**config.mk**
```make
export PLATFORM = sky130hd
export DESIGN_NAME = manchester_frame_symbol_encoder_core_flat
export DESIGN_NICKNAME = d
export VERILOG_FILES = /design/src/rtl/core/mfse_pkg.sv /design/src/rtl/core/mfse_if.sv /design/src/rtl/core/mfse_front.sv /design/src/rtl/core/mfse_queue.sv /design/src/rtl/core/mfse_back.sv /design/src/rtl/core/manchester_frame_symbol_encoder_core.sv /design/src/flat_wrapper.sv
export SDC_FILE = /design/constraint.sdc
export NUM_CORES = 1
export LEC_CHECK = 0
export ABC_AREA = 1
export BUFFER_PORTS_ARGS = -buffer_cell sky130_fd_sc_hd__buf_4
export CAP_MARGIN = 0
export CORE_MARGIN = 2
export CORE_UTILIZATION = 26
export CTS_BUF_LIST = sky130_fd_sc_hd__clkbuf_8
export CTS_CLUSTER_DIAMETER = 60
export DETAILED_ROUTE_END_ITERATION = 8
export PLACE_DENSITY = 0.42
export RECOVER_POWER = 25
export SYNTH_ARGS = -nofsm -noshare
export SYNTH_HDL_FRONTEND = slang
export SYNTH_SLANG_ARGS = --single-unit
```
**constraint.sdc**
```tcl
create_clock -name i_clk -period 5.4 [get_ports i_clk]
set_input_delay 1.35 -clock i_clk [delete_from_list [all_inputs] [get_ports i_clk]]
set_output_delay 1.35 -clock i_clk [all_outputs]
set_load 0.02 [all_outputs]
```
**src/rtl/core/mfse_pkg.sv**
```systemverilog
// ----------------------------------------------------------------------------
// Manchester frame symbol encoder package
// Shared types, codes and defaults for the encoder core and its parts.
// ----------------------------------------------------------------------------
package mfse_pkg;

    localparam int unsigned QUEUE_DEPTH_DEF = 2;

    localparam int unsigned CFG_INDEX_W = 2;
    localparam int unsigned CFG_DATA_W  = 15;
    localparam int unsigned TICKS_W     = 16;

    localparam logic [CFG_INDEX_W-1:0] CFG_UNIT_TICKS    = 2'd0;
    localparam logic [CFG_INDEX_W-1:0] CFG_TRAILER_SHORT = 2'd1;
    localparam logic [CFG_INDEX_W-1:0] CFG_TRAILER_LONG  = 2'd2;
    localparam logic [CFG_INDEX_W-1:0] CFG_HEADER_REPS   = 2'd3;

    localparam logic [1:0] KIND_HEADER  = 2'd0;
    localparam logic [1:0] KIND_DATA    = 2'd1;
    localparam logic [1:0] KIND_TRAILER = 2'd2;

    localparam logic [14:0] UNIT_TICKS_RST    = 15'd20;
    localparam logic [14:0] TRAILER_SHORT_RST = 15'd80;
    localparam logic [14:0] TRAILER_LONG_RST  = 15'd280;
    localparam logic [3:0]  HEADER_REPS_RST   = 4'd1;

    typedef struct packed {
        logic [14:0] unit_ticks;
        logic [14:0] trailer_short_ticks;
        logic [14:0] trailer_long_ticks;
        logic [3:0]  header_repeats;
    } t_cfg;

    typedef struct packed {
        logic [7:0] data_byte;
        logic       last_byte;
        logic       send_header;
    } t_entry;

    typedef struct packed {
        logic   valid;
        t_entry entry;
    } t_push;

    typedef struct packed {
        logic   valid;
        t_entry entry;
    } t_head;

endpackage

```
**src/rtl/core/mfse_if.sv**
```systemverilog
// ----------------------------------------------------------------------------
// Manchester frame symbol encoder channels
// Byte input, symbol output and configuration write channels.
// ----------------------------------------------------------------------------
interface mfse_in_if;
    logic       valid;
    logic       ready;
    logic [7:0] data_byte;
    logic       last_byte;

    modport source (output valid, output data_byte, output last_byte, input ready);
    modport sink   (input valid, input data_byte, input last_byte, output ready);
endinterface

interface mfse_out_if;
    logic        valid;
    logic        ready;
    logic        first_level;
    logic [15:0] first_ticks;
    logic        second_level;
    logic [15:0] second_ticks;
    logic [1:0]  symbol_kind;
    logic        last_of_run;

    modport source (output valid, output first_level, output first_ticks,
                    output second_level, output second_ticks, output symbol_kind,
                    output last_of_run, input ready);
    modport sink   (input valid, input first_level, input first_ticks,
                    input second_level, input second_ticks, input symbol_kind,
                    input last_of_run, output ready);
endinterface

interface mfse_cfg_if;
    logic                              valid;
    logic                              ready;
    logic [mfse_pkg::CFG_INDEX_W-1:0]  index;
    logic [mfse_pkg::CFG_DATA_W-1:0]   data;

    modport source (output valid, output index, output data, input ready);
    modport sink   (input valid, input index, input data, output ready);
endinterface

```
**src/rtl/core/mfse_front.sv**
```systemverilog
// ----------------------------------------------------------------------------
// Manchester encoder front end
// Accepts frame bytes and marks the first byte of each frame for a header.
// ----------------------------------------------------------------------------
module mfse_front (
    input  logic               i_clk,
    input  logic               i_rst_n,
    mfse_in_if.sink            i_in,
    input  logic               i_q_full,
    output mfse_pkg::t_push    o_push
);

    logic r_in_frame;
    logic accept;

    assign i_in.ready = !i_q_full;
    assign accept     = i_in.valid && !i_q_full;

    always_comb begin
        o_push.valid             = accept;
        o_push.entry.data_byte   = i_in.data_byte;
        o_push.entry.last_byte   = i_in.last_byte;
        o_push.entry.send_header = !r_in_frame;
    end

    always_ff @(posedge i_clk) begin
        if (!i_rst_n) begin
            r_in_frame <= 1'b0;
        end else if (accept) begin
            r_in_frame <= !i_in.last_byte;
        end
    end

endmodule

```
**src/rtl/core/mfse_queue.sv**
```systemverilog
// ----------------------------------------------------------------------------
// Manchester encoder byte queue
// Short queue of classified bytes between the front end and the sequencer.
// ----------------------------------------------------------------------------
module mfse_queue #(
    parameter int unsigned DEPTH = mfse_pkg::QUEUE_DEPTH_DEF
) (
    input  logic               i_clk,
    input  logic               i_rst_n,
    input  mfse_pkg::t_push    i_push,
    input  logic               i_pop,
    output mfse_pkg::t_head    o_head,
    output logic               o_full
);

    localparam int unsigned PTR_W = (DEPTH > 1) ? $clog2(DEPTH) : 1;
    localparam int unsigned CNT_W = $clog2(DEPTH + 1);
    localparam logic [PTR_W-1:0] PTR_LAST = PTR_W'(DEPTH - 1);
    localparam logic [CNT_W-1:0] CNT_FULL = CNT_W'(DEPTH);

    mfse_pkg::t_entry r_mem [DEPTH];
    logic [PTR_W-1:0] r_wr_ptr;
    logic [PTR_W-1:0] r_rd_ptr;
    logic [CNT_W-1:0] r_count;
    logic             do_push;
    logic             do_pop;

    assign o_full       = (r_count == CNT_FULL);
    assign o_head.valid = (r_count != '0);
    assign o_head.entry = r_mem[r_rd_ptr];
    assign do_push      = i_push.valid && !o_full;
    assign do_pop       = i_pop && o_head.valid;

    always_ff @(posedge i_clk) begin
        if (do_push) begin
            r_mem[r_wr_ptr] <= i_push.entry;
        end
    end

    always_ff @(posedge i_clk) begin
        if (!i_rst_n) begin
            r_wr_ptr <= '0;
            r_rd_ptr <= '0;
            r_count  <= '0;
        end else begin
            if (do_push) begin
                r_wr_ptr <= (r_wr_ptr == PTR_LAST) ? '0 : r_wr_ptr + 1'b1;
            end
            if (do_pop) begin
                r_rd_ptr <= (r_rd_ptr == PTR_LAST) ? '0 : r_rd_ptr + 1'b1;
            end
            if (do_push && !do_pop) begin
                r_count <= r_count + 1'b1;
            end else if (do_pop && !do_push) begin
                r_count <= r_count - 1'b1;
            end
        end
    end

endmodule

```
**src/rtl/core/mfse_back.sv**
```systemverilog
// ----------------------------------------------------------------------------
// Manchester encoder symbol sequencer
// Expands queued bytes into data symbols, framed by header and trailer symbols.
// ----------------------------------------------------------------------------
module mfse_back (
    input  logic               i_clk,
    input  logic               i_rst_n,
    input  mfse_pkg::t_cfg     i_cfg,
    input  mfse_pkg::t_head    i_head,
    output logic               o_pop,
    mfse_out_if.source         o_out
);

    typedef enum logic [1:0] {
        S_IDLE,
        S_HEADER,
        S_DATA,
        S_TRAILER
    } t_state;

    t_state           r_state,  n_state;
    mfse_pkg::t_entry r_entry,  n_entry;
    logic [3:0]       r_rep,    n_rep;
    logic [1:0]       r_sub,    n_sub;
    logic [2:0]       r_bit,    n_bit;
    logic             r_valid,  n_valid;
    logic             r_l0,     n_l0;
    logic [15:0]      r_d0,     n_d0;
    logic             r_l1,     n_l1;
    logic [15:0]      r_d1,     n_d1;
    logic [1:0]       r_kind,   n_kind;
    logic             r_last,   n_last;

    logic        advance;
    logic        finish;
    logic        load;
    logic [15:0] u1;
    logic [15:0] u2;
    logic [3:0]  rep_last;

    assign u1       = {1'b0, i_cfg.unit_ticks};
    assign u2       = {i_cfg.unit_ticks, 1'b0};
    assign rep_last = i_cfg.header_repeats - 4'd1;
    assign advance  = !r_valid || o_out.ready;

    always_comb begin
        n_state = r_state;
        n_entry = r_entry;
        n_rep   = r_rep;
        n_sub   = r_sub;
        n_bit   = r_bit;
        n_valid = r_valid;
        n_l0    = r_l0;
        n_d0    = r_d0;
        n_l1    = r_l1;
        n_d1    = r_d1;
        n_kind  = r_kind;
        n_last  = r_last;
        finish  = 1'b0;

        if (advance) begin
            n_valid = (r_state != S_IDLE);
            unique case (r_state)
                S_IDLE: begin
                    finish = 1'b1;
                end
                S_HEADER: begin
                    n_l0   = 1'b1;
                    n_l1   = 1'b0;
                    n_kind = mfse_pkg::KIND_HEADER;
                    n_last = 1'b0;
                    n_d0   = (r_sub == 2'd1) ? u1 : u2;
                    n_d1   = (r_sub == 2'd0) ? u2 : u1;
                    if (r_sub == 2'd2) begin
                        n_sub = 2'd0;
                        if (r_rep == rep_last) begin
                            n_state = S_DATA;
                        end else begin
                            n_rep = r_rep + 4'd1;
                        end
                    end else begin
                        n_sub = r_sub + 2'd1;
                    end
                end
                S_DATA: begin
                    n_l0   = !r_entry.data_byte[r_bit];
                    n_l1   = r_entry.data_byte[r_bit];
                    n_d0   = u1;
                    n_d1   = u1;
                    n_kind = mfse_pkg::KIND_DATA;
                    n_last = (r_bit == 3'd7) && !r_entry.last_byte;
                    n_bit  = r_bit + 3'd1;
                    if (r_bit == 3'd7) begin
                        if (r_entry.last_byte) begin
                            n_state = S_TRAILER;
                        end else begin
                            finish = 1'b1;
                        end
                    end
                end
                S_TRAILER: begin
                    n_l0   = !r_entry.data_byte[7];
                    n_l1   = r_entry.data_byte[7];
                    n_d0   = {1'b0, i_cfg.trailer_short_ticks};
                    n_d1   = {1'b0, i_cfg.trailer_long_ticks};
                    n_kind = mfse_pkg::KIND_TRAILER;
                    n_last = 1'b1;
                    finish = 1'b1;
                end
                default: begin
                    finish = 1'b1;
                end
            endcase
        end

        load = finish && i_head.valid;
        if (finish) begin
            n_state = S_IDLE;
        end
        if (load) begin
            n_entry = i_head.entry;
            n_rep   = 4'd0;
            n_sub   = 2'd0;
            n_bit   = 3'd0;
            n_state = (i_head.entry.send_header && (i_cfg.header_repeats != 4'd0))
                      ? S_HEADER : S_DATA;
        end
    end

    assign o_pop = load;

    always_ff @(posedge i_clk) begin
        if (!i_rst_n) begin
            r_state <= S_IDLE;
            r_valid <= 1'b0;
        end else begin
            r_state <= n_state;
            r_valid <= n_valid;
        end
        r_entry <= n_entry;
        r_rep   <= n_rep;
        r_sub   <= n_sub;
        r_bit   <= n_bit;
        r_l0    <= n_l0;
        r_d0    <= n_d0;
        r_l1    <= n_l1;
        r_d1    <= n_d1;
        r_kind  <= n_kind;
        r_last  <= n_last;
    end

    assign o_out.valid        = r_valid;
    assign o_out.first_level  = r_l0;
    assign o_out.first_ticks  = r_d0;
    assign o_out.second_level = r_l1;
    assign o_out.second_ticks = r_d1;
    assign o_out.symbol_kind  = r_kind;
    assign o_out.last_of_run  = r_last;

endmodule

```
**src/rtl/core/manchester_frame_symbol_encoder_core.sv**
```systemverilog
// ----------------------------------------------------------------------------
// Manchester frame symbol encoder core
// Turns frame bytes into header, Manchester data and trailer pulse symbols.
// ----------------------------------------------------------------------------
//   Channel  Dir  Handshake     Carries
//   i_in     in   valid/ready   data_byte, last_byte
//   o_out    out  valid/ready   first/second level and ticks, kind, last_of_run
//   i_cfg    in   valid/ready   register index, write data (always ready)
//
// The sequencer sends one symbol per cycle unless stalled or idle: 8 data
// symbols per byte, 3 per header repeat at a frame start, 1 trailer at its end.
// A byte is accepted whenever the queue has room, while earlier bytes are
// still being expanded. Reset clears the queue, the frame flag and the output.
// A stalled output holds its symbol and the sequencer waits behind it.
// ----------------------------------------------------------------------------
module manchester_frame_symbol_encoder_core #(
    parameter int unsigned QUEUE_DEPTH = mfse_pkg::QUEUE_DEPTH_DEF
) (
    input  logic        i_clk,
    input  logic        i_rst_n,
    mfse_in_if.sink     i_in,
    mfse_out_if.source  o_out,
    mfse_cfg_if.sink    i_cfg
);

    mfse_pkg::t_cfg  r_cfg;
    mfse_pkg::t_push push;
    mfse_pkg::t_head head;
    logic            q_full;
    logic            pop;

    assign i_cfg.ready = 1'b1;

    always_ff @(posedge i_clk) begin
        if (!i_rst_n) begin
            r_cfg.unit_ticks          <= mfse_pkg::UNIT_TICKS_RST;
            r_cfg.trailer_short_ticks <= mfse_pkg::TRAILER_SHORT_RST;
            r_cfg.trailer_long_ticks  <= mfse_pkg::TRAILER_LONG_RST;
            r_cfg.header_repeats      <= mfse_pkg::HEADER_REPS_RST;
        end else if (i_cfg.valid) begin
            unique case (i_cfg.index)
                mfse_pkg::CFG_UNIT_TICKS:    r_cfg.unit_ticks          <= i_cfg.data;
                mfse_pkg::CFG_TRAILER_SHORT: r_cfg.trailer_short_ticks <= i_cfg.data;
                mfse_pkg::CFG_TRAILER_LONG:  r_cfg.trailer_long_ticks  <= i_cfg.data;
                mfse_pkg::CFG_HEADER_REPS:   r_cfg.header_repeats      <= i_cfg.data[3:0];
                default: begin
                end
            endcase
        end
    end

    mfse_front u_front (
        .i_clk    (i_clk),
        .i_rst_n  (i_rst_n),
        .i_in     (i_in),
        .i_q_full (q_full),
        .o_push   (push)
    );

    mfse_queue #(
        .DEPTH (QUEUE_DEPTH)
    ) u_queue (
        .i_clk   (i_clk),
        .i_rst_n (i_rst_n),
        .i_push  (push),
        .i_pop   (pop),
        .o_head  (head),
        .o_full  (q_full)
    );

    mfse_back u_back (
        .i_clk   (i_clk),
        .i_rst_n (i_rst_n),
        .i_cfg   (r_cfg),
        .i_head  (head),
        .o_pop   (pop),
        .o_out   (o_out)
    );

    a_trailer_ends_run: assert property (@(posedge i_clk) disable iff (!i_rst_n)
        (o_out.valid && o_out.symbol_kind == mfse_pkg::KIND_TRAILER) |-> o_out.last_of_run)
        else $error("trailer symbol without end of run");

    a_header_not_last: assert property (@(posedge i_clk) disable iff (!i_rst_n)
        (o_out.valid && o_out.symbol_kind == mfse_pkg::KIND_HEADER) |-> !o_out.last_of_run)
        else $error("header symbol marked as end of run");

    a_full_blocks_input: assert property (@(posedge i_clk) disable iff (!i_rst_n)
        q_full |-> !i_in.ready)
        else $error("byte request taken while queue is full");

    a_pop_needs_entry: assert property (@(posedge i_clk) disable iff (!i_rst_n)
        pop |-> head.valid)
        else $error("sequencer loaded from an empty queue");

endmodule

```
**src/flat_wrapper.sv**
```systemverilog
// flat-port wrapper written by rule: the top's interface ports become plain ports
module manchester_frame_symbol_encoder_core_flat 
#(
    parameter int unsigned QUEUE_DEPTH = mfse_pkg::QUEUE_DEPTH_DEF
)
  (i_clk, i_rst_n, i_in_valid, i_in_data_byte, i_in_last_byte, i_in_ready, o_out_valid, o_out_first_level, o_out_first_ticks, o_out_second_level, o_out_second_ticks, o_out_symbol_kind, o_out_last_of_run, o_out_ready, i_cfg_valid, i_cfg_index, i_cfg_data, i_cfg_ready);
  mfse_in_if i_in_i ();
  mfse_out_if o_out_i ();
  mfse_cfg_if i_cfg_i ();
  input  logic i_clk;
  input  logic i_rst_n;
  input wire logic [$bits(i_in_i.valid)-1:0] i_in_valid;
  input wire logic [$bits(i_in_i.data_byte)-1:0] i_in_data_byte;
  input wire logic [$bits(i_in_i.last_byte)-1:0] i_in_last_byte;
  output wire logic [$bits(i_in_i.ready)-1:0] i_in_ready;
  output wire logic [$bits(o_out_i.valid)-1:0] o_out_valid;
  output wire logic [$bits(o_out_i.first_level)-1:0] o_out_first_level;
  output wire logic [$bits(o_out_i.first_ticks)-1:0] o_out_first_ticks;
  output wire logic [$bits(o_out_i.second_level)-1:0] o_out_second_level;
  output wire logic [$bits(o_out_i.second_ticks)-1:0] o_out_second_ticks;
  output wire logic [$bits(o_out_i.symbol_kind)-1:0] o_out_symbol_kind;
  output wire logic [$bits(o_out_i.last_of_run)-1:0] o_out_last_of_run;
  input wire logic [$bits(o_out_i.ready)-1:0] o_out_ready;
  input wire logic [$bits(i_cfg_i.valid)-1:0] i_cfg_valid;
  input wire logic [$bits(i_cfg_i.index)-1:0] i_cfg_index;
  input wire logic [$bits(i_cfg_i.data)-1:0] i_cfg_data;
  output wire logic [$bits(i_cfg_i.ready)-1:0] i_cfg_ready;
  assign i_in_i.valid = i_in_valid;
  assign i_in_i.data_byte = i_in_data_byte;
  assign i_in_i.last_byte = i_in_last_byte;
  assign i_in_ready = i_in_i.ready;
  assign o_out_valid = o_out_i.valid;
  assign o_out_first_level = o_out_i.first_level;
  assign o_out_first_ticks = o_out_i.first_ticks;
  assign o_out_second_level = o_out_i.second_level;
  assign o_out_second_ticks = o_out_i.second_ticks;
  assign o_out_symbol_kind = o_out_i.symbol_kind;
  assign o_out_last_of_run = o_out_i.last_of_run;
  assign o_out_i.ready = o_out_ready;
  assign i_cfg_i.valid = i_cfg_valid;
  assign i_cfg_i.index = i_cfg_index;
  assign i_cfg_i.data = i_cfg_data;
  assign i_cfg_ready = i_cfg_i.ready;
  manchester_frame_symbol_encoder_core #(.QUEUE_DEPTH(QUEUE_DEPTH)) u_core (.i_clk(i_clk), .i_rst_n(i_rst_n), .i_in(i_in_i), .o_out(o_out_i), .i_cfg(i_cfg_i));
endmodule
```
### Yosys cells after proc, flatten, opt, wreduce, memory -nomap -nowiden

Memory sizes are Yosys's and may differ from the RTL's. A register that Yosys moved wholly into a read port is not among the register bits.
Cells that the tools add are included.
W data, S select, Z words.

| operators by class | value |
|---|---|
| muxes and demuxes | 32 |
| equality and inequality tests | 15 |
| bitwise operators | 1 |
| magnitude comparators | 1 |
| reduce and logical (&&, ||, !) cells | 38 |
| add/subtract/negate cells | 8 |

Operators by type and width:

| operator | count |
|---|---|
| $pmux W16 S3 | 2 |
| $mux W16 | 2 |
| $mux W2 | 11 |
| $ne A4 B3 Y1 const B | 4 |
| $reduce_and A2 Y1 | 7 |
| $eq A2 B2 Y1 const B | 6 |
| $mux W1 | 10 |
| $logic_not A1 Y1 | 9 |
| $pmux W1 S3 | 3 |
| $logic_and A1 B1 Y1 | 8 |
| $reduce_bool A4 Y1 | 2 |
| $eq A2 B1 Y1 const B | 3 |
| $logic_not A2 Y1 | 3 |
| $pmux W2 S3 | 1 |
| $reduce_and A6 Y1 | 1 |
| $reduce_bool A2 Y1 | 3 |
| $reduce_bool A3 Y1 | 2 |
| $add A2 B1 Y2 const B | 2 |
| $add A4 B1 Y4 const B | 1 |
| $eq A4 B4 Y1 | 1 |
| $lt A3 B4 Y1 const B | 1 |
| $pmux W2 S2 | 1 |
| $reduce_and A4 Y1 | 1 |
| $sub A4 B1 Y4 const B | 1 |
| other kinds (9) | 10 |

| word-level totals | value |
|---|---|
| flip-flop bits (word level) | 112 |
| bits in writable memories | 20 |
| memories kept | 1 |
| word-level logic and storage cells | 117 |
| output and inout bits | 40 |

Memory list:

| name | depth | bits a word | rd ports | clocked after memory_dff | wr ports | line | text |
|---|---|---|---|---|---|---|---|
| u_core.u_queue.r_mem | 2 | 10 | 1 | 1 | 1 | mfse_queue.sv:21 | `mfse_pkg::t_entry r_mem [DEPTH];` |

### Longest topological paths before layout

Gate-level depths: netlist of run 1.

| depth | value |
|---|---|
| depth after elaboration | 9 |
| depth in mapped cells | 13 |
| gate-level depth less buffers | 13 |

### By module

Synthesis of run 1 repeated with hierarchy kept, for this count alone.

| unflattened totals | value |
|---|---|
| cell total of the unflattened synthesis | 752 |
| area, all modules | 6352.3 sq um |

Modules (own cells, without submodules):

| module | seq. area each (sq um) | instances | cells an instance | area an instance (sq um) |
|---|---|---|---|---|
| mfse_back | 1621.6 | 1 | 359 | 3135.5 |
| manchester_frame_symbol_encoder_core | 980.9 | 1 | 306 | 2117.0 |
| mfse_queue | 700.7 | 1 | 68 | 967.2 |
| mfse_front | 20.0 | 1 | 19 | 132.6 |

### Worst setup path after synthesis of run 1

OpenSTA, ideal clock, no wires.

| timing | value |
|---|---|
| path type | input to register |
| start point | input port o_out_ready |
| end point | register u_core.u_back.r_l0 (netlist: u_core.u_back.o_out.first_level) (enable) |
| path slack | 2006 ps |
| stages on the path | 2 |
| buffers on the path | 0 |
| required time | 4968 ps |
| arrival | 2962 ps |
| path through | nor2_4 -> nor2_1 |

| on the way | value |
|---|---|
| word-level cells in the longest chain between the ends | 2 |

Ends and longest elaborated chain:

| what | line | text |
|---|---|---|
| start: declaration | flat_wrapper.sv:23 | `input wire logic [$bits(o_out_i.ready)-1:0] o_out_ready;` |
| $logic_or A1 B1 Y1 | mfse_back.sv:44 | `assign advance = !r_valid \|\| o_out.ready;` |
| $reduce_and A2 Y1 (no source line) | n/a |  |
| end signal: assignment | mfse_back.sv:144 | `r_l0 <= n_l0;` |
| end: declaration | mfse_back.sv:27 | `logic r_l0, n_l0;` |

No other way between the ends.
A chain may end at the register's enable or synchronous reset.

==> impl_metrics.ini, run 1 <==
[status]
status = finished with violations
violations = capacitance limit, slew limit

[grt]
grt_max_degree = 56
grt_pass1_vias = 4495
grt_pass1_wl_microns = 23300
antenna_found_initial = 0
overflow = 0
track_usage = 0.126

[clocking]
tritoncts = yes
post_cts_buffers = 0
clock_latency_ns = 0.45
cts-root-buf = clkbuf_8
clk_pin_slew_ns = 0.09
cts_max_level = 4
ctsResizeCount = 0
cts_hold_buf = 0
clk_path_buf_depth = 2
cts_sinks = 133
cts_buffers = 17

[layout]
multi_input_area_sq_um = 2040
layout-drive-gt1-share = 0.183
final_nets = 731
fillers = 2336
seqCellArea_sq_um = 3320
num_antenna_cells = 0
fin_util = 0.315
area_delta_synth_final_pct = 19.1

[worst_setup_path]
critPathSlowestCell = clkbuf_1
required_ns = 5.73
worstPathMaxFanout = 55
max_stage_delay_ns = 1.61
start_kind = input port
worstPathArrival_ns = 3.70
crit_type = in2reg
path_cells = clkbuf_1 > inv_1 > a21oi_1 > o21ai_0
cp-end-kind = register

[yosys]
synth_seq_cells = 133
synth-seq-area-share = 0.578
avgSynthCellArea_sq_um = 9.15
syn_area_sq_um = 5750
yosysWarnings = 0
ys_types = 31
syn-num-nets = 669
netlist_instances = 628

[sta]
rsz0062_at_grt = false
final_max_slew_viol_count = 89
relSlewSlack = -0.539
setup_viol = 0
fin_crit_sh = 0.625
worst_pin_slew_ns = 2.31
max_freq_ghz = 0.296
tns_ns = 0
setup_slack_ns = 2.02
post-route-min-period_ns = 3.38
finClkSkew_ns = 0.0138
hold_viol = 0

[drt]
wirelength_microns = 14100
ant_nets = 0
wl_per_cell_microns = 14.4
via_count = 4487
first_iter_violations = 196
drc = 0
viasPerCell = 4.56
dr.pass1.iters = 4

[die]
die_y_microns = 153
fp.coreArea_sq_um = 21800
initial_core_util = 0.264
die_area_sq_um = 23300
boundaryPins = 71
rows = 54
die_x_microns = 153

[placed_design]
portBuffers = 69
routabilityCongestion = 0.782
dp_hpwl_microns = 9650
place_ws_ns = 2.51

[flow_run]
drv_cap = 2

[pwr]
power_density_nw_per_um2 = 504
finalPower_uw = 3450
p_leak_uw = 0.00276
ir_drop_mv = 0.178

[worst_hold_path]
hp-class = reg2reg
==> critical path, delay by kind of cell <==
kind                   cells  cell delay [ns]
AO/OA/AOI/OAI              2             0.32
buffers and inverters      2             2.02
==> synth_stat cells (all sizes together) <==
cell type | instances | share of area
o22ai | 1 | 0.0011
mux2 | 11 | 0.022
o211ai | 4 | 0.0052
o311ai | 2 | 0.0030
buf | 20 | 0.020
conb | 1 | 0.00065
dfxtp | 67 | 0.23
nor3 | 3 | 0.0026
o21ai | 88 | 0.077
inv | 60 | 0.039
clkbuf | 9 | 0.0059
xor2 | 3 | 0.0046
nor2 | 78 | 0.056
ha | 10 | 0.022
nand3b | 1 | 0.0013
nand2 | 101 | 0.069
a21oi | 57 | 0.050
edfxtp | 66 | 0.34
nand3 | 46 | 0.044
==> placed cells by master, fill, tap and decap left out, types with 4 or more instances in the layout <==
cell type and count:
clkbuf_4 8, o211ai_1 4, ha_1 10, clkbuf_1 5, inv_6 4, o21ai_0 75
inv_1 53, buf_4 59, o21ai_1 13, mux2_2 10, nand3_1 43, nor2_2 4
nor2_1 72, a21oi_1 56, edfxtp_1 66, nand2_1 97, dfxtp_1 67, clkbuf_8 17
inv_2 6, inv_8 6
==> power breakdown <==
| part | internal, uW | total [uW] | switching (uW) |
|---|---|---|---|
| combinational | 407 | 1160 | 749 |
| sequential | 1380 | 1490 | 109 |
| clock | 345 | 800 | 455 |
==> logic make-up (layout without fill, tap and decap cells) <==
family	count (synthesis)	after routing	synth area share
AND/OR/NAND/NOR	229	229	0.172
other	1	1	0.000653
AO/OA/AOI/OAI	152	152	0.136
buffers and inverters	89	164	0.0651
adder cells (fa/ha/maj)	10	10	0.0218
flip-flops	133	133	0.578
XOR/XNOR	3	3	0.00457
multiplexers	11	11	0.0216
==> cell type report <==
type | count | share of cell area
clock inverter | 15 | 0.0219
inverter | 60 | 0.0329
tap | 280 | 0.0512
multi-input combinational | 406 | 0.298
sequential | 133 | 0.485
timing repair buffer | 72 | 0.0762
clock buffer | 17 | 0.0342
==> stage by stage <==
stage	area, sq um	hold WS [ns]	instances
4_1_cts	6880	0.460	983
2_1_floorplan	5750	0.425	628
5_1_grt	6850	0.501	983
3_3_place_gp	6500	0.435	951
6_report	6850	0.454	983
3_5_place_dp	6500	0.449	951
==> flip-flops by register name (all words and copies together), names as in the netlist, 2 cells and up, named ones only <==
register / flops
u_core.r_cfg: 49
u_core.u_back.r_state: 2
u_core.u_queue.r_mem: 20
u_core.u_back.r_rep: 4
u_core.u_back.r_bit: 3
u_core.u_back.o_out.symbol_kind: 2
u_core.u_back.r_entry: 9
u_core.u_queue.r_count: 2
u_core.u_back.o_out.second_ticks: 16
u_core.u_back.r_sub: 2
u_core.u_back.o_out.first_ticks: 16
==> worst paths after layout <==
kind                                          startpoint                             endpoint  slack [ns]  depth (start not counted)
worst max-delay path                             i_rst_n                      u_core.r_cfg[0]        2.02                          4
worst min-delay path             u_core.u_queue.r_rd_ptr                             register        0.45                          1
worst max register to register  u_core.u_back.r_state[0]  u_core.u_back.o_out.second_ticks[4]        2.88                          8
worst min register to register   u_core.u_queue.r_rd_ptr                             register        0.45                          1
==> layer usage <==
metal / vias to the layer above / GRT usage / part of all wire
li1: 2251 / - / -
met1: 2109 / 0.161 / 0.48
met2: 104 / 0.202 / 0.46
met3: 23 / 0.0341 / 0.037
met4: 0 / 0.0529 / 0.024
met5: - / 0 / 0
(Power assumes the default switching activity.)
==> run 2: changes to the inputs <==
Settings changed: PLACE_DENSITY 0.42 to 0.43.
Clock period 5.4 ns to 2.9 ns, I/O delays scaled along.
==> impl_metrics.ini, run 2 (synthesis gave the netlist of run 1 again) <==
[status]
status = finished with violations
violations = capacitance limit, slew limit

[worst_hold_path]
hp-class = reg2reg
min_path_cells = 1
min_from = u_core.u_queue.r_rd_ptr
whs_endpoint = u_core.u_queue.r_rd_ptr

[placed_design]
portBuffers = 69
dp_hpwl_microns = 9460
routabilityCongestion = 0.761

[die]
initial_core_util = 0.264
rows = 54
die_x_microns = 153
die_area_sq_um = 23300
die_y_microns = 153
boundaryPins = 71
fp.coreArea_sq_um = 21800

[layout]
final_cell_mix = nand2_1 (97), o21ai_0 (72), nor2_1 (70)
multi_input_area_sq_um = 2060
final_common_cell = nand2_1
final_nets = 736
seqCellArea_sq_um = 3320
num_antenna_cells = 0
fillers = 2271
top_register = u_core.r_cfg
largestRegisters = u_core.r_cfg (49), u_core.u_queue.r_mem (20)
area_delta_synth_final_pct = 20.2
layout-drive-gt1-share = 0.195
largest_register_ffs = 49

[grt]
grt_pass1_vias = 4488
track_usage = 0.122
grt_pass1_wl_microns = 22700
antenna_found_initial = 0
grt_max_degree = 56
overflow = 0

[worst_setup_path]
worstPathArrival_ns = 2.62
worstReg2RegEnd = u_core.u_back.o_out.first_level
r2r_setup_slack_ns = 0.54
crit_type = reg2reg
path_buf_inv = 2
worstPathMaxFanout = 32
path_cells = ha_1 > clkbuf_1 > inv_1 > o211ai_1
required_ns = 3.16
critPathSlowestCell = clkbuf_1
path_delay_family = buffers and inverters
r2r-start = u_core.u_back.r_state[0]
cp-end-kind = register
rr_worst_depth = 4
start_kind = register
max_stage_delay_ns = 1.12

[sta]
max_freq_ghz = 0.424
setup_viol = 0
hold_viol = 0
relSlewSlack = -0.0247
final_max_slew_viol_count = 33
fin_crit_sh = 0.813
post-route-min-period_ns = 2.36
worst_pin_slew_ns = 1.54
finClkSkew_ns = 0.0153
tns_ns = 0
rsz0062_at_grt = false
timing.hold.ws_ns = 0.454

[drt]
via_count = 4463
viasPerCell = 4.52
ant_nets = 0
drc = 0
wirelength_microns = 13800
dr.pass1.iters = 5
wl_per_cell_microns = 14.0
first_iter_violations = 230

[clocking]
clk_path_buf_depth = 2
cts_max_level = 4
cts_sinks = 133
cts_hold_buf = 0
clk_pin_slew_ns = 0.08
post_cts_buffers = 0
cts-root-buf = clkbuf_8
cts_buffers = 17
tritoncts = yes
ctsResizeCount = 0
clock_latency_ns = 0.43

[pwr]
power_density_nw_per_um2 = 936
ir_drop_mv = 0.295
p_leak_uw = 0.00280

[flow_run]
drv_cap = 1
==> run 2: cell count changes in the layout (fill, tap and decap cells not counted), moves of 3 or more <==
cell / before / now
o21ai_0: 75 / 72
inv_8: 6 / 2
o21ai_1: 13 / 16
buf_4: 59 / 65
==> run 2: how the worst max path moves through the flow <==
stage	end	cells after the start	from	slack [ns]
2_1_floorplan	u_core.u_back.o_out.first_level	2	o_out_ready	0.13
3_3_place_gp	u_core.u_queue.r_count[1]	9	o_out_ready	0.74
3_5_place_dp	u_core.u_queue.r_count[1]	10	u_core.u_back.r_state[0]	0.67
4_1_cts	u_core.u_queue.r_count[1]	10	u_core.u_back.r_state[0]	0.64
5_1_grt	u_core.u_back.o_out.second_level	4	u_core.u_back.r_state[0]	0.29
6_report	u_core.u_back.o_out.first_level	4	u_core.u_back.r_state[0]	0.54
==> run 2: through the flow <==
stage / instances / utilization / power (uW) / setup WS (ns) / cell area [sq um]
final: 988 / 0.318 / 6470 / 0.541 / 6910
after global routing: 988 / 0.318 / 6930 / 0.286 / 6910
after CTS: 988 / 0.318 / 6580 / 0.644 / 6920
after detailed placement: 956 / 0.300 / 5030 / 0.672 / 6530
after global placement: 956 / 0.300 / 5000 / 0.735 / 6530
after floorplan: 628 / - / 4260 / 0.131 / 5750
==> run 2: cell type report <==
class,count,area share
multi-input cells,406,0.298
repair buffers,77,0.0817
clock buffers,17,0.0339
flip-flops and latches,133,0.481
clock inverters,15,0.0225
well taps,280,0.0507
inverters,60,0.0326
==> run 2: routing by layer <==
metal / vias up / global-route usage / wire (microns)
met5: - / 0 / 0
met1: 2105 / 0.145 / 6130
met3: 15 / 0.0299 / 488
met4: 0 / 0.0472 / 216
li1: 2243 / - / -
met2: 100 / 0.212 / 6970
==> run 2: power by group <==
part           internal [uW]  switching [uW]
clock network            773             755
logic                    781            1390
registers               2570             197
total                   4120            2340
==> run 3: changes to the inputs <==
Clock period 2.9 ns to 1.9 ns, I/O delays scaled along.
==> impl_metrics.ini, run 3 (synthesis gave the netlist of run 1 again) <==
[layout]
multi_input_area_sq_um = 2060
seqCellArea_sq_um = 3330
area_delta_synth_final_pct = 22.9
top_register = u_core.r_cfg
largestRegisters = u_core.r_cfg (49), u_core.u_queue.r_mem (20)
final_common_cell = nand2_1
final_cell_mix = nand2_1 (96), o21ai_0 (76), buf_4 (76)
largest_register_ffs = 49
fillers = 2263
layout-drive-gt1-share = 0.214
final_nets = 751
num_antenna_cells = 0
design_area_sq_um = 7060

[drt]
first_iter_violations = 251
viasPerCell = 4.42
wirelength_microns = 14000
ant_nets = 0
drc = 0
wl_per_cell_microns = 14.0
via_count = 4432
dr.pass1.iters = 4

[worst_setup_path]
cp-end-kind = register
start_kind = register
cp_common_cell = ha_1
crit_type = reg2reg
path_buf_inv = 0
max_stage_delay_ns = 0.35
critPathSlowestCell = dfxtp_1
required_ns = 2.23
worstPathMaxFanout = 2
worstPathArrival_ns = 2.07
path_cells = ha_1 > ha_1 > nand3b_1 > nand2_2 > nand3_2 > ha_1 > a21oi_1 > o21ai_1 > o21ai_1 > a21oi_1
path_delay_family = adder cells

[pwr]
p_clk_frac = 0.232
p_sw_uw = 3660
p_comb_frac = 0.356
p_leak_uw = 0.00288
ir_drop_mv = 0.699
power.internal_uw = 6490
swShare = 0.361
power_density_nw_per_um2 = 1440
finalPower_uw = 10100
power_frac_seq = 0.412

[clocking]
clock_latency_ns = 0.44
tritoncts = yes
cts_hold_buf = 0
cts_sinks = 133
cts_buffers = 17
ctsResizeCount = 0
post_cts_buffers = 0
clk_pin_slew_ns = 0.08
clk_path_buf_depth = 2
cts_max_level = 4
cts-root-buf = clkbuf_8

[placed_design]
dpl_cell_area_sq_um = 6680
dp_hpwl_microns = 9700
portBuffers = 69
routabilityCongestion = 0.820

[sta]
setup_viol = 0
fin_crit_sh = 0.915
timing.hold.ws_ns = 0.232
max_freq_ghz = 0.575
hold_viol = 0
finClkSkew_ns = 0.0121
relSlewSlack = 0.556
final_max_slew_viol_count = 0
worst_pin_slew_ns = 0.666
rsz0062_at_grt = false
post-route-min-period_ns = 1.74
tns_ns = 0

[grt]
grt_pass1_vias = 4424
grt_max_degree = 38
overflow = 0
antenna_found_initial = 0
grt_pass1_wl_microns = 22900
track_usage = 0.125

[worst_hold_path]
hp-class = in2reg

[die]
die_y_microns = 153
rows = 54
initial_core_util = 0.264
die_area_sq_um = 23300
boundaryPins = 71
die_x_microns = 153
fp.coreArea_sq_um = 21800

[flow_run]
drv_cap = 0

[status]
status = completed
run 3: cell types whose count changed in the layout (fill, tap and decap cells not counted), moves of 2 or more:
| cell | change |
|---|---|
| dfxtp_2 | +2 |
| buf_4 | +11 |
| o21ai_0 | +4 |
| inv_2 | -2 |
| inv_8 | -2 |
| dfxtp_1 | -2 |
| o21ai_1 | -4 |
| buf_12 | +3 |
run 3: power by group through the flow:
stage | logic, uW | registers [uW] | clock network, uW
floorplan | 1850 | 4650 | 0
global placement | 3630 | 4230 | 0
detailed placement | 3660 | 4260 | 0
CTS | 3670 | 4190 | 2430
global route | 4010 | 4260 | 2560
finish | 3620 | 4180 | 2350
run 3: final timing paths:
check	endpoint	startpoint	slack, ns	cells past startpoint
max	u_core.u_queue.r_count[1]	u_core.u_back.r_bit[0]	0.16	10
min	u_core.u_queue.r_mem[0][6]	i_in_data_byte[4]	0.23	1
max reg2reg	u_core.u_queue.r_count[1]	u_core.u_back.r_bit[0]	0.16	10
min reg2reg	register	u_core.u_queue.r_rd_ptr	0.45	1
run 3: through the flow:
step | cells | utilization | setup WS [ns]
floorplan | 628 | - | 0.0257
global placement | 971 | 0.307 | 0.0605
detailed placement | 971 | 0.307 | 0.0641
CTS | 1003 | 0.325 | 0.0465
global route | 1003 | 0.325 | 0.00157
finish | 1003 | 0.325 | 0.161
run 3: routing by layer:
metal  GRT usage  up-vias  share of wire
li1            -     2283              -
met1       0.163     2061           0.47
met2       0.204       74           0.47
met3      0.0316       14          0.038
met4      0.0401        0          0.015
met5           0        -              0
run 3: layout make-up:
type / count / area share
Sequential cell: 133 / 0.471
Multi-Input combinational cell: 406 / 0.291
Timing Repair Buffer: 92 / 0.101
Tap cell: 280 / 0.0496
Clock buffer: 17 / 0.0331
Inverter: 60 / 0.0319
Clock inverter: 15 / 0.0218
run 3: worst reg2reg max path: stages, from the launching register on:
cell	delay, ns
dfxtp_1	0.35
ha_1	0.15
ha_1	0.16
nand3b_1	0.12
nand2_2	0.10
nand3_2	0.07
ha_1	0.32
a21oi_1	0.12
o21ai_1	0.09
o21ai_1	0.13
a21oi_1	0.05
